File: config.mk
export PLATFORM = sky130hd
export DESIGN_NAME = text_console_wrap_scroll
export DESIGN_NICKNAME = d
export VERILOG_FILES = /design/src/design/tcws_pkg.sv /design/src/design/tcws_cell_ram.sv /design/src/design/text_console_wrap_scroll.sv
export SDC_FILE = /design/constraint.sdc
export NUM_CORES = 1
export LEC_CHECK = 0
export ABC_AREA = 1
export ABC_CLOCK_PERIOD_IN_PS = 16800
export CAP_MARGIN = 15
export CORE_MARGIN = 5
export CORE_UTILIZATION = 55
export DETAILED_ROUTE_END_ITERATION = 10
export DONT_BUFFER_PORTS = 1
export PLACE_DENSITY_LB_ADDON = 0.2
export SLEW_MARGIN = 20
export SYNTH_ARGS = -nofsm -noshare
export SYNTH_HDL_FRONTEND = slang
export SYNTH_SLANG_ARGS = --single-unit
export TNS_END_PERCENT = 50
File: constraint.sdc
create_clock -name clk -period 16.8 [get_ports clk]
set_input_delay 1.68 -clock clk [delete_from_list [all_inputs] [get_ports clk]]
set_output_delay 1.68 -clock clk [all_outputs]
set_load 0.02 [all_outputs]
File: src/design/tcws_pkg.sv
package tcws_pkg;

    // Store geometry: each row holds MAX_COLS character cells and one terminator cell
    localparam int MAX_ROWS = 4;
    localparam int MAX_COLS = 20;
    localparam int ROW_LEN  = MAX_COLS + 1;
    localparam int CELLS    = MAX_ROWS * ROW_LEN;
    localparam int ADDR_W   = $clog2(CELLS);

    // Field widths fixed by the request and result formats
    localparam int ROW_W   = 2;
    localparam int COL_W   = 5;
    localparam int BYTE_W  = 8;
    localparam int TYPE_W  = 2;
    localparam int CIDX_W  = 2;
    localparam int CDATA_W = 8;
    localparam int AROW_W  = 3;

    // Width and row count in use straight after reset
    localparam int RESET_COLS = (MAX_COLS < 20) ? MAX_COLS : 20;
    localparam int RESET_ROWS = (MAX_ROWS < 4) ? MAX_ROWS : 4;

    localparam logic [BYTE_W-1:0] CH_NEWLINE = 8'd10;
    localparam logic [BYTE_W-1:0] CH_SPACE   = 8'd32;
    localparam logic [BYTE_W-1:0] CH_NUL     = 8'd0;

    // Request types
    localparam logic [TYPE_W-1:0] REQ_APPEND = 2'd0;
    localparam logic [TYPE_W-1:0] REQ_CLEAR  = 2'd1;
    localparam logic [TYPE_W-1:0] REQ_READ   = 2'd2;
    localparam logic [TYPE_W-1:0] REQ_NOP    = 2'd3;

    // Register indexes
    localparam logic [CIDX_W-1:0] CFG_COLS = 2'd0;
    localparam logic [CIDX_W-1:0] CFG_ROWS = 2'd1;

    // Port bundle of the cell store
    typedef struct packed {
        logic                we;
        logic [ADDR_W-1:0]   waddr;
        logic [BYTE_W-1:0]   wdata;
        logic                re;
        logic [ADDR_W-1:0]   raddr;
        logic [BYTE_W-1:0]   rfill;
    } mem_req_t;

    function automatic logic [ADDR_W-1:0] cell_addr(input logic [ROW_W-1:0] row,
                                                    input logic [COL_W-1:0] col);
        cell_addr = ADDR_W'(int'(row) * ROW_LEN + int'(col));
    endfunction

    // Byte a cell holds before it is first written
    function automatic logic [BYTE_W-1:0] reset_fill(input logic [COL_W-1:0] col);
        reset_fill = (int'(col) < RESET_COLS) ? CH_SPACE : CH_NUL;
    endfunction

endpackage

File: src/design/tcws_cell_ram.sv
module tcws_cell_ram (
    input  logic                          clk,
    input  logic                          rst_n,
    input  tcws_pkg::mem_req_t            mreq,
    output logic [tcws_pkg::BYTE_W-1:0]   rdata
);

    logic [tcws_pkg::BYTE_W-1:0] mem [tcws_pkg::CELLS];
    logic [tcws_pkg::CELLS-1:0]  vld_reg;
    logic [tcws_pkg::BYTE_W-1:0] mem_q_reg;
    logic [tcws_pkg::BYTE_W-1:0] fill_q_reg;
    logic                        vld_q_reg;

    always_ff @(posedge clk)
    begin
        if (mreq.we)
        begin
            mem[mreq.waddr] <= mreq.wdata;
        end
        if (mreq.re)
        begin
            mem_q_reg  <= mem[mreq.raddr];
            fill_q_reg <= mreq.rfill;
        end
    end

    // Mark written cells; an unwritten cell reads as its reset byte
    always_ff @(posedge clk or negedge rst_n)
    begin
        if (!rst_n)
        begin
            vld_reg   <= '0;
            vld_q_reg <= 1'b0;
        end
        else
        begin
            if (mreq.we)
            begin
                vld_reg[mreq.waddr] <= 1'b1;
            end
            if (mreq.re)
            begin
                vld_q_reg <= vld_reg[mreq.raddr];
            end
        end
    end

    assign rdata = vld_q_reg ? mem_q_reg : fill_q_reg;

endmodule

File: src/design/text_console_wrap_scroll.sv
// Channel   | Direction | Handshake             | Payload
// in        | request   | in_valid / in_stall   | req_type, char_code, read_row, read_col
// out       | result    | out_valid / out_stall | read_data, cursor_row, cursor_col
// cfg       | write     | cfg_valid / cfg_ready | cfg_index, cfg_data
//
// One request at a time; appends, clears and reads go through the cell store, which
// has one write and one read port. Append writes the character, then a terminator
// behind it; a read sends the address, then takes the data; a no-op only returns its
// result. A new line blanks and terminates the new row; a scroll first copies each
// row up, 21 cells a row, one cell per cycle. Clear all blanks every active row.
// Reset clears per-cell valid flags at once, so no clearing pass is needed.
// A finished result waits in the output register while the next request is taken.
module text_console_wrap_scroll (
    input  logic                           clk,
    input  logic                           rst_n,
    input  logic                           in_valid,
    output logic                           in_stall,
    input  logic [tcws_pkg::TYPE_W-1:0]    req_type,
    input  logic [tcws_pkg::BYTE_W-1:0]    char_code,
    input  logic [tcws_pkg::ROW_W-1:0]     read_row,
    input  logic [tcws_pkg::COL_W-1:0]     read_col,
    output logic                           out_valid,
    input  logic                           out_stall,
    output logic [tcws_pkg::BYTE_W-1:0]    read_data,
    output logic [tcws_pkg::ROW_W-1:0]     cursor_row,
    output logic [tcws_pkg::COL_W-1:0]     cursor_col,
    input  logic                           cfg_valid,
    output logic                           cfg_ready,
    input  logic [tcws_pkg::CIDX_W-1:0]    cfg_index,
    input  logic [tcws_pkg::CDATA_W-1:0]   cfg_data
);

    localparam int ROW_W  = tcws_pkg::ROW_W;
    localparam int COL_W  = tcws_pkg::COL_W;
    localparam int BYTE_W = tcws_pkg::BYTE_W;
    localparam int AROW_W = tcws_pkg::AROW_W;

    localparam logic [3:0] ST_IDLE      = 4'd0;
    localparam logic [3:0] ST_ADVANCE   = 4'd1;
    localparam logic [3:0] ST_CLR_ROW   = 4'd2;
    localparam logic [3:0] ST_SCROLL    = 4'd3;
    localparam logic [3:0] ST_SCR_TAIL  = 4'd4;
    localparam logic [3:0] ST_APP_CHAR  = 4'd5;
    localparam logic [3:0] ST_APP_TERM  = 4'd6;
    localparam logic [3:0] ST_RD_ADDR   = 4'd7;
    localparam logic [3:0] ST_RD_DATA   = 4'd8;
    localparam logic [3:0] ST_FINISH    = 4'd9;

    localparam logic [COL_W-1:0]  LAST_COL  = COL_W'(tcws_pkg::MAX_COLS);
    localparam logic [AROW_W-1:0] ROWS_MAX  = AROW_W'(tcws_pkg::MAX_ROWS);

    logic [3:0]          state_reg, state_next;
    logic [BYTE_W-1:0]   ch_reg;
    logic [ROW_W-1:0]    rrow_reg;
    logic [COL_W-1:0]    rcol_reg;

    logic                pend_reg, pend_next;         // character waits behind a new line
    logic                clr_all_reg, clr_all_next;
    logic [ROW_W-1:0]    line_reg, line_next;
    logic [COL_W-1:0]    col_reg, col_next;
    logic [ROW_W-1:0]    crow_reg, crow_next;
    logic [COL_W-1:0]    ccol_reg, ccol_next;
    logic [ROW_W-1:0]    srow_reg, srow_next;
    logic [COL_W-1:0]    scol_reg, scol_next;
    logic                wpend_reg, wpend_next;
    logic [ROW_W-1:0]    wrow_reg, wrow_next;
    logic [COL_W-1:0]    wcol_reg, wcol_next;
    logic                ended_reg, ended_next;
    logic [BYTE_W-1:0]   rdata_reg, rdata_next;

    logic [COL_W-1:0]    act_cols_reg, act_cols_next;
    logic [AROW_W-1:0]   act_rows_reg, act_rows_next;

    logic                out_valid_reg, out_valid_next;
    logic [BYTE_W-1:0]   out_data_reg, out_data_next;
    logic [ROW_W-1:0]    out_row_reg, out_row_next;
    logic [COL_W-1:0]    out_col_reg, out_col_next;

    tcws_pkg::mem_req_t  mreq;
    logic [BYTE_W-1:0]   ram_rdata;

    logic                in_take;
    logic [BYTE_W-1:0]   copy_byte;
    logic                rd_in_range;
    logic                out_free;
    logic [ROW_W-1:0]    last_row;
    logic [COL_W-1:0]    cfg_cols_sat;
    logic [AROW_W-1:0]   cfg_rows_sat;

    tcws_cell_ram u_ram (
        .clk   (clk),
        .rst_n (rst_n),
        .mreq  (mreq),
        .rdata (ram_rdata)
    );

    assign in_stall  = (state_reg != ST_IDLE);
    assign in_take   = in_valid && !in_stall;
    assign cfg_ready = 1'b1;
    assign out_free  = !out_valid_reg || !out_stall;
    assign last_row  = ROW_W'(act_rows_reg - AROW_W'(1));

    // Copy bytes up to the first zero of the source row, zeros after it
    assign copy_byte = (ended_reg && (wcol_reg != '0)) ? tcws_pkg::CH_NUL : ram_rdata;

    assign rd_in_range = (int'(rrow_reg) < tcws_pkg::MAX_ROWS) &&
                         (int'(rcol_reg) < tcws_pkg::ROW_LEN);

    // Saturate register writes into their legal range
    always_comb
    begin
        cfg_cols_sat = cfg_data[COL_W-1:0];
        if (cfg_cols_sat == '0)
        begin
            cfg_cols_sat = COL_W'(1);
        end
        else if (cfg_cols_sat > LAST_COL)
        begin
            cfg_cols_sat = LAST_COL;
        end
        cfg_rows_sat = cfg_data[AROW_W-1:0];
        if (cfg_rows_sat == '0)
        begin
            cfg_rows_sat = AROW_W'(1);
        end
        else if (cfg_rows_sat > ROWS_MAX)
        begin
            cfg_rows_sat = ROWS_MAX;
        end
    end

    always_comb
    begin
        state_next    = state_reg;
        pend_next     = pend_reg;
        clr_all_next  = clr_all_reg;
        line_next     = line_reg;
        col_next      = col_reg;
        crow_next     = crow_reg;
        ccol_next     = ccol_reg;
        srow_next     = srow_reg;
        scol_next     = scol_reg;
        wpend_next    = 1'b0;
        wrow_next     = wrow_reg;
        wcol_next     = wcol_reg;
        ended_next    = ended_reg;
        rdata_next    = rdata_reg;
        act_cols_next = act_cols_reg;
        act_rows_next = act_rows_reg;
        mreq          = '0;

        out_valid_next = out_valid_reg && out_stall;
        out_data_next  = out_data_reg;
        out_row_next   = out_row_reg;
        out_col_next   = out_col_reg;

        if (cfg_valid && cfg_ready)
        begin
            if (cfg_index == tcws_pkg::CFG_COLS)
            begin
                act_cols_next = cfg_cols_sat;
            end
            else if (cfg_index == tcws_pkg::CFG_ROWS)
            begin
                act_rows_next = cfg_rows_sat;
            end
        end

        // Drain the copy pipeline: write the byte read in the previous cycle
        if (wpend_reg)
        begin
            mreq.we    = 1'b1;
            mreq.waddr = tcws_pkg::cell_addr(wrow_reg, wcol_reg);
            mreq.wdata = copy_byte;
            ended_next = (copy_byte == tcws_pkg::CH_NUL);
        end

        case (state_reg)
            ST_IDLE:
            begin
                if (in_take)
                begin
                    rdata_next   = tcws_pkg::CH_NUL;
                    clr_all_next = 1'b0;
                    pend_next    = 1'b0;
                    case (req_type)
                        tcws_pkg::REQ_APPEND:
                        begin
                            if (char_code == tcws_pkg::CH_NEWLINE)
                            begin
                                state_next = ST_ADVANCE;
                            end
                            else if (col_reg >= act_cols_reg)
                            begin
                                pend_next  = 1'b1;
                                state_next = ST_ADVANCE;
                            end
                            else
                            begin
                                state_next = ST_APP_CHAR;
                            end
                        end
                        tcws_pkg::REQ_CLEAR:
                        begin
                            clr_all_next = 1'b1;
                            line_next    = '0;
                            col_next     = '0;
                            crow_next    = '0;
                            ccol_next    = '0;
                            state_next   = ST_CLR_ROW;
                        end
                        tcws_pkg::REQ_READ:
                        begin
                            state_next = ST_RD_ADDR;
                        end
                        default:
                        begin
                            state_next = ST_FINISH;
                        end
                    endcase
                end
            end

            ST_ADVANCE:
            begin
                col_next  = '0;
                ccol_next = '0;
                if (({1'b0, line_reg} + AROW_W'(1)) < act_rows_reg)
                begin
                    line_next  = line_reg + ROW_W'(1);
                    crow_next  = line_reg + ROW_W'(1);
                    state_next = ST_CLR_ROW;
                end
                else if (act_rows_reg > AROW_W'(1))
                begin
                    srow_next  = '0;
                    scol_next  = '0;
                    ended_next = 1'b0;
                    state_next = ST_SCROLL;
                end
                else
                begin
                    line_next  = last_row;
                    crow_next  = last_row;
                    state_next = ST_CLR_ROW;
                end
            end

            ST_SCROLL:
            begin
                // Read row r+1 now, write row r next cycle
                mreq.re    = 1'b1;
                mreq.raddr = tcws_pkg::cell_addr(srow_reg + ROW_W'(1), scol_reg);
                mreq.rfill = tcws_pkg::reset_fill(scol_reg);
                wpend_next = 1'b1;
                wrow_next  = srow_reg;
                wcol_next  = scol_reg;
                if (scol_reg == LAST_COL)
                begin
                    scol_next = '0;
                    if (({1'b0, srow_reg} + AROW_W'(2)) == act_rows_reg)
                    begin
                        state_next = ST_SCR_TAIL;
                    end
                    else
                    begin
                        srow_next = srow_reg + ROW_W'(1);
                    end
                end
                else
                begin
                    scol_next = scol_reg + COL_W'(1);
                end
            end

            ST_SCR_TAIL:
            begin
                line_next  = last_row;
                crow_next  = last_row;
                ccol_next  = '0;
                state_next = ST_CLR_ROW;
            end

            ST_CLR_ROW:
            begin
                mreq.we    = 1'b1;
                mreq.waddr = tcws_pkg::cell_addr(crow_reg, ccol_reg);
                mreq.wdata = (ccol_reg == act_cols_reg) ? tcws_pkg::CH_NUL : tcws_pkg::CH_SPACE;
                if (ccol_reg == act_cols_reg)
                begin
                    ccol_next = '0;
                    if (clr_all_reg && (({1'b0, crow_reg} + AROW_W'(1)) < act_rows_reg))
                    begin
                        crow_next = crow_reg + ROW_W'(1);
                    end
                    else if (pend_reg)
                    begin
                        state_next = ST_APP_CHAR;
                    end
                    else
                    begin
                        state_next = ST_FINISH;
                    end
                end
                else
                begin
                    ccol_next = ccol_reg + COL_W'(1);
                end
            end

            ST_APP_CHAR:
            begin
                mreq.we    = 1'b1;
                mreq.waddr = tcws_pkg::cell_addr(line_reg, col_reg);
                mreq.wdata = ch_reg;
                col_next   = col_reg + COL_W'(1);
                state_next = ST_APP_TERM;
            end

            ST_APP_TERM:
            begin
                mreq.we    = 1'b1;
                mreq.waddr = tcws_pkg::cell_addr(line_reg, col_reg);
                mreq.wdata = tcws_pkg::CH_NUL;
                state_next = ST_FINISH;
            end

            ST_RD_ADDR:
            begin
                mreq.re    = rd_in_range;
                mreq.raddr = tcws_pkg::cell_addr(rrow_reg, rcol_reg);
                mreq.rfill = tcws_pkg::reset_fill(rcol_reg);
                state_next = ST_RD_DATA;
            end

            ST_RD_DATA:
            begin
                rdata_next = rd_in_range ? ram_rdata : tcws_pkg::CH_NUL;
                state_next = ST_FINISH;
            end

            ST_FINISH:
            begin
                // Hold until the output register can take the result
                if (out_free)
                begin
                    out_valid_next = 1'b1;
                    out_data_next  = rdata_reg;
                    out_row_next   = line_reg;
                    out_col_next   = col_reg;
                    state_next     = ST_IDLE;
                end
            end

            default:
            begin
                state_next = ST_IDLE;
            end
        endcase
    end

    always_ff @(posedge clk or negedge rst_n)
    begin
        if (!rst_n)
        begin
            state_reg     <= ST_IDLE;
            pend_reg      <= 1'b0;
            clr_all_reg   <= 1'b0;
            line_reg      <= '0;
            col_reg       <= '0;
            crow_reg      <= '0;
            ccol_reg      <= '0;
            srow_reg      <= '0;
            scol_reg      <= '0;
            wpend_reg     <= 1'b0;
            ended_reg     <= 1'b0;
            act_cols_reg  <= COL_W'(tcws_pkg::RESET_COLS);
            act_rows_reg  <= AROW_W'(tcws_pkg::RESET_ROWS);
            out_valid_reg <= 1'b0;
        end
        else
        begin
            state_reg     <= state_next;
            pend_reg      <= pend_next;
            clr_all_reg   <= clr_all_next;
            line_reg      <= line_next;
            col_reg       <= col_next;
            crow_reg      <= crow_next;
            ccol_reg      <= ccol_next;
            srow_reg      <= srow_next;
            scol_reg      <= scol_next;
            wpend_reg     <= wpend_next;
            ended_reg     <= ended_next;
            act_cols_reg  <= act_cols_next;
            act_rows_reg  <= act_rows_next;
            out_valid_reg <= out_valid_next;
        end
    end

    // Payload registers: capture the request, hold the result
    always_ff @(posedge clk)
    begin
        if (in_take)
        begin
            ch_reg   <= char_code;
            rrow_reg <= read_row;
            rcol_reg <= read_col;
        end
        wrow_reg     <= wrow_next;
        wcol_reg     <= wcol_next;
        rdata_reg    <= rdata_next;
        out_data_reg <= out_data_next;
        out_row_reg  <= out_row_next;
        out_col_reg  <= out_col_next;
    end

    assign out_valid  = out_valid_reg;
    assign read_data  = out_data_reg;
    assign cursor_row = out_row_reg;
    assign cursor_col = out_col_reg;

endmodule

# Word-level counts from Yosys, hierarchy flattened
# Memories as Yosys holds them, arrays and structs flattened. A register that Yosys moved wholly into a read port is not among the register bits.
# Cells that the tools add are included.
word_totals:
  regBits: 176
  ramBits: 672
  inputBits: 32
  output_inout_bits: 18
  elab_cells: 193
  memories: 1
op_classes:
  n_addsub: 15
  multipliers: 5
  order_cmp: 12
  eq_ne: 28
  muxes: 67
  bitwise_logic: 2
  reduce_logical: 37
memory_table:
  columns: ["name", "depth", "word_bits", "read_ports", "rd_ports_with_merged_regs", "wr", "line_no", "text"]
  rows:
  - ["u_ram.mem", 84, 8, 1, 1, 1, "tcws_cell_ram.sv:8", "logic [tcws_pkg::BYTE_W-1:0] mem [tcws_pkg::CELLS];"]
ops:
  columns: ["operator", "n"]
  rows:
  - ["84-bit bitwise OR", 1]
  - ["16-bit one-hot mux with 3 select lines", 1]
  - ["5-bit 2-to-1 mux", 8]
  - ["4-bit one-hot mux with 9 select lines", 1]
  - ["7-bit by 5-bit adder with 7-bit output", 5]
  - ["2-bit by 5-bit multiplier with 7-bit output, second input constant", 5]
  - ["8-bit 2-to-1 mux", 4]
  - ["16-bit one-hot mux with 2 select lines", 1]
  - ["5-bit one-hot mux with 3 select lines", 2]
  - ["4-bit 2-to-1 mux", 7]
  - ["2-bit 2-to-1 mux", 10]
  - ["2-bit != test, second input constant", 10]
  - ["6-bit 2-to-1 mux", 3]
  - ["1-bit 2-to-1 mux", 17]
  - ["4-bit by 3-bit == test with 1-bit output, second input constant", 4]
  - ["7-bit by 8-bit < comparator with 1-bit output, second input constant", 2]
  - ["16-bit 2-to-1 mux", 1]
  - ["8-bit one-hot mux with 2 select lines", 1]
  - ["5-bit by 1-bit adder with 5-bit output, second input constant", 3]
  - ["5-bit < comparator, second input constant", 3]
  - ["3-bit 2-to-1 mux", 4]
  - ["4-bit one-hot mux with 3 select lines", 1]
  - ["3-bit AND reduction", 4]
  - ["6-bit AND reduction", 2]
  - ["44 further kinds", 66]

# Longest topological paths before layout
logic_depth:
  word_depth: 10
  depth_mapped: 22
  mapped_depth_nobuf: 20

# Hierarchy
# A second synthesis with hierarchy kept.
unflattened:
  hier_cells: 3302
  hier_area_um2: 36969.2
by_module_without_submodules:
  columns: ["mod", "instances", "cells_per_inst", "area_per_inst_um2", "seq_area_each_um2"]
  rows:
  - ["tcws_cell_ram", 1, 2651, 31466.4, 22786.9]
  - ["text_console_wrap_scroll", 1, 651, 5502.8, 2306.0]

# Worst setup path after synthesis
# OpenSTA, ideal clock, no wires.
synth_timing:
  path_type: "flip-flop to flip-flop"
  from: "register state_reg[2]"
  to: "memory u_ram.mem[0][0] (netlist name), data pin"
  setup_ps: 1121
  arrival_time_ps: 5858
  required_ps: 15679
  setup_slack_ps: 9821
  stages_incl_launch_ff: 10
  n_path_buf: 0
  period_less_slack_ps: 6979
  cell_sequence: "dfrtp_1 > inv_2 > nor2_4 > nand2_1 > nand2_2 > nor2_2 > inv_4 > nor2_8 > inv_4 > o41ai_1"
synth_lines:
  columns: ["element", "line_no", "text"]
  rows:
  - ["from (decl)", "text_console_wrap_scroll.sv:52", "logic [3:0] state_reg, state_next;"]
  - ["from (signal assigned)", "text_console_wrap_scroll.sv:383", "state_reg <= state_next;"]
  - ["to (decl)", "tcws_cell_ram.sv:8", null]

# Final worst setup path
layout_timing:
  from: "register srow_reg[0]"
  to: "register u_ram.mem_q_reg[7] (netlist name), read port of u_ram.mem, data pin"
layout_between:
  elab_chain_cells: 4
layout_rtl:
  columns: ["element", "line_no", "text"]
  rows:
  - ["from (decl)", "text_console_wrap_scroll.sv:63", "logic [ROW_W-1:0] srow_reg, srow_next;"]
  - ["from (signal assigned)", "text_console_wrap_scroll.sv:390", "srow_reg <= srow_next;"]
  - ["2-bit by 1-bit adder with 2-bit output", "text_console_wrap_scroll.sv:253", "mreq.raddr = tcws_pkg::cell_addr(srow_reg + ROW_W'(1), scol_reg);"]
  - ["2-bit by 5-bit multiplier with 7-bit output", "tcws_pkg.sv:49", "cell_addr = ADDR_W'(int'(row) * ROW_LEN + int'(col));"]
  - ["7-bit by 5-bit adder with 7-bit output", "tcws_pkg.sv:49", null]
  - ["16-bit one-hot mux with 2 select lines", "text_console_wrap_scroll.sv:178", "case (state_reg)"]
  - ["to (decl)", "tcws_cell_ram.sv:10", "logic [tcws_pkg::BYTE_W-1:0] mem_q_reg;"]
# Every way passes these cells.
# A chain may end at the register's enable or synchronous reset.

==> flow_summary_export.csv <==
group,metric,value,unit
outcome,status,"finished, final reports clean",
clock_network,cts-resized-gates,0,
job,drv_cap,0,
die,initial_core_utilization,55.3,%
synth,ys_ff_latch,849,
route,wl_per_cell,21.4,um
clock_network,clock_tree.htree_level_count,3,
global_route,grt_antenna_before_repair,0,
clock_network,clk_pin_slew_worst_paths,0.06,ns
sta,max_slew.worst_pin.slew,1.12,ns
worst_setup_path,cp_num_cells,17,
worst_setup_path,crit_path_cells,"inv_1 > ha_1 > nand3_1 > buf_4 > nand2_8 > buf_12 > buf_4 > buf_4 > nand2_1 > o211ai_1 > nand3_1 > nand3_1 > nand3_1 > nand3_1 > nand2_1 > nand2_1 > nand2_1",
layout,layout-drive-gt1-share,6.76,%
worst_setup_path,crit_required,17.20,ns
power,power,7.73,mW
power,power.ir.vdd_worst,148,uV
synth,synthDominantAreaCellType,"edfxtp_1",
global_route,gr-total-overflow,0,
clock_network,cts_made_buffers,88,
sta,finClkSkew,0.0247,ns
route,dr_total_vias,25000,
route,detail_route.wirelength,91100,um
synth,distinct_cell_type_count_after_synthesis,57,
die,std_cell_rows,95,
layout,number_of_antenna_diodes,0,
route,post-route-drc-count,0,
synth,synth_most_common_cell,"edfxtp_1",
die,pin_count,50,
synth,synth_warnings,0,
synth,synthesized_area,37100,um2
clock_network,cts_post_setup_buffers_inserted,0,
sta,period_needed,5.60,ns
place,placement.io_buffers,0,
worst_setup_path,regToRegSetupSlack,11.20,ns
clock_network,post_cts_hold_buffer_count,0,
clock_network,clk_latency,0.65,ns
synth,synth_largest_type_area_fraction,58.8,%
worst_setup_path,rr_worst_depth,17,
worst_setup_path,cpMostUsedCell,"nand3_1",
sta,hold_ws,0.419,ns
power,p_per_area,190,nW/um2
power,power_leakage,15.6,nW
die,die_area,72700,um2
worst_setup_path,slowest_cell_on_the_critical_path,"buf_4",
sta,max_freq,178,MHz
worst_setup_path,worst-setup-path-type,"reg -> reg",
worst_hold_path,worst_hold_path_type,"reg -> reg",
route,dr.first_iter.drc_count,3132,
route,drt-pass1-iter-count,7,
die,dieHeight,270,um
sta,setup_viol,0,
worst_setup_path,timing.critical_path.from_type,"flip-flop",
clock_network,clockRootBuffer,"clkbuf_16",
synth,synthesis.area_per_instance,11.0,um2
sta,fin_crit_sh,33.4,%
worst_setup_path,worstSetupEndpoint,"u_ram.mem_q_reg[7]",
global_route,grt_max_degree,196,
worst_setup_path,timing.critical_path.fanout_max,195,
synth,synth_enable_flop_cells,726,
worst_setup_path,critPathTopFamily,"buffers and inverters",
worst_setup_path,cp.arrival,6.00,ns
clock_network,clock-sinks,849,
worst_setup_path,slowest_delay,0.85,ns
die,design.core.area,67000,um2
sta,hold_viol,0,
synth,async_reset_ff_share,14.5,%
clock_network,cts_tree,"done",
place,gp_congestion,0.921,
synth,synth_seq_area_share,67.1,%
synth,syn-num-nets,3476,
layout,num-fill-cells,5251,
synth,synth.cells.most_frequent,"726 x edfxtp_1, 542 x nand2_1, 360 x inv_1, 342 x nand3_1, 296 x nor2_1",
layout,largest_register_ff_count,672,
route,route.antenna.remaining_nets,0,
synth,syn_inst,3370,
sta,timing.setup.tns,0,ns
clock_network,clock_tree.buffer_depth,3,
worst_setup_path,critical_path_buf_inv_count,5,
synth,synth_top_flop_cell,"edfxtp_1",
worst_setup_path,setup.worst_path.end_class,"flip-flop",
synth,synth_area_leaders,"edfxtp_1 59%, dfrtp_1 8.1%, nand2_1 5.5%",
route,drt-vias-per-instance,5.87,
worst_setup_path,critical_r2r_capture,"u_ram.mem_q_reg[7]",
worst_setup_path,critPathLaunch,"srow_reg[0]",
layout,finish.net_count,3424,
die,die_x,270,um
sta,slew_viol_final,0,
global_route,gr-usage-all-layers,24.6,%
place,dp_hpwl,53400,um
global_route,first_global_vias,24000,
worst_setup_path,r2r_start,"srow_reg[0]",
sta,timing.max_slew.rel_slack,25.5,%
sta,grt_setup_unrepaired,"false",
layout,area_growth_syn_to_layout,9.49,%
global_route,global_route_wire_length_before_repair,140000,um
[power breakdown]
part,switching [mW],internal [mW],leakage (nW)
combinational,2.24,0.768,5.96
clock,0.808,1.09,1.38
sequential,0.106,2.72,8.29
total,3.15,4.57,15.6
[layer usage]
| layer | part of all wire, % | vias up | global-route usage, % |
|---|---|---|---|
| li1 | - | 11600 | - |
| met1 | 42 | 12100 | 34.6 |
| met2 | 47 | 1088 | 39.2 |
| met3 | 8.0 | 198 | 4.42 |
| met4 | 3.7 | 0 | 8.70 |
| met5 | 0 | - | 0 |
[how the worst min path moves through the flow]
stage	depth (start not counted)	slack [ns]	to	startpoint
3_3_place_gp	0	0.41	read_data[0]	rdata_reg[0]
5_1_grt	0	0.43	read_data[4]	rdata_reg[4]
6_report	0	0.42	read_data[4]	rdata_reg[4]
2_1_floorplan	0	0.40	read_data[0]	rdata_reg[0]
3_5_place_dp	0	0.41	read_data[4]	rdata_reg[4]
4_1_cts	0	0.42	read_data[4]	rdata_reg[4]
[through the flow]
stage | cell area, um2 | std cells | worst slack [ns] | util [%]
after floorplan | 37100 | 3370 | 9.82 | -
after global placement | 37700 | 4100 | 11.33 | 56.3
after detailed placement | 37700 | 4100 | 11.25 | 56.3
after CTS | 40600 | 4259 | 11.23 | 60.5
after global routing | 40600 | 4260 | 10.64 | 60.6
final | 40600 | 4260 | 11.20 | 60.6
[layout by cell type, fill, tap and decap left out, types with 4 or more instances in the layout]
cell type,synthesis,layout
edfxtp_1,726,726
nand2_1,542,540
inv_1,360,359
nand3_1,342,342
nor2_1,296,295
o21ai_0,292,286
a21oi_1,160,160
dfrtp_1,120,120
o211ai_1,99,99
clkbuf_16,0,90
ha_1,69,69
buf_4,8,31
o22ai_1,25,25
clkinv_1,2,18
o21ai_1,16,15
o21bai_1,15,15
clkbuf_1,61,15
clkinv_2,0,14
nor2_2,13,13
nor3_1,13,13
inv_2,12,12
or2_2,8,8
o21ai_4,0,7
nand4_1,7,7
nand2_2,6,6
xor2_1,6,6
xnor2_1,6,6
clkbuf_8,0,6
nor2_4,4,5
fa_1,5,5
bufinv_16,0,5
or2_0,4,4
clkinvlp_4,0,4
clkinv_4,0,4
[layout make-up]
cell class                      count  area (um2)  area share [%]
Sequential cell                   849       24900            61.3
Multi-Input combinational cell   1970       10100            24.9
Clock buffer                      111        2390            5.89
Inverter                          376        1420            3.50
Tap cell                          873        1090            2.69
Clock inverter                     48         433            1.07
Timing Repair Buffer               33         280           0.690
[cell families (layout without fill, tap and decap cells)]
family                     Yosys count  in the layout  synth area share [%]
xor gates and xnor gates            12             12                 0.283
adders and majority gates           74             74                  2.60
DFF                                849            849                  67.1
AOI/OAI and AO/OA                  632            632                  9.60
buffers and inverters              551            568                  6.00
and+or+nand+nor                   1248           1248                  14.3
muxes                                3              3                0.0877
other                                1              1                0.0101
No activity file was read; power rests on OpenSTA's default activity.
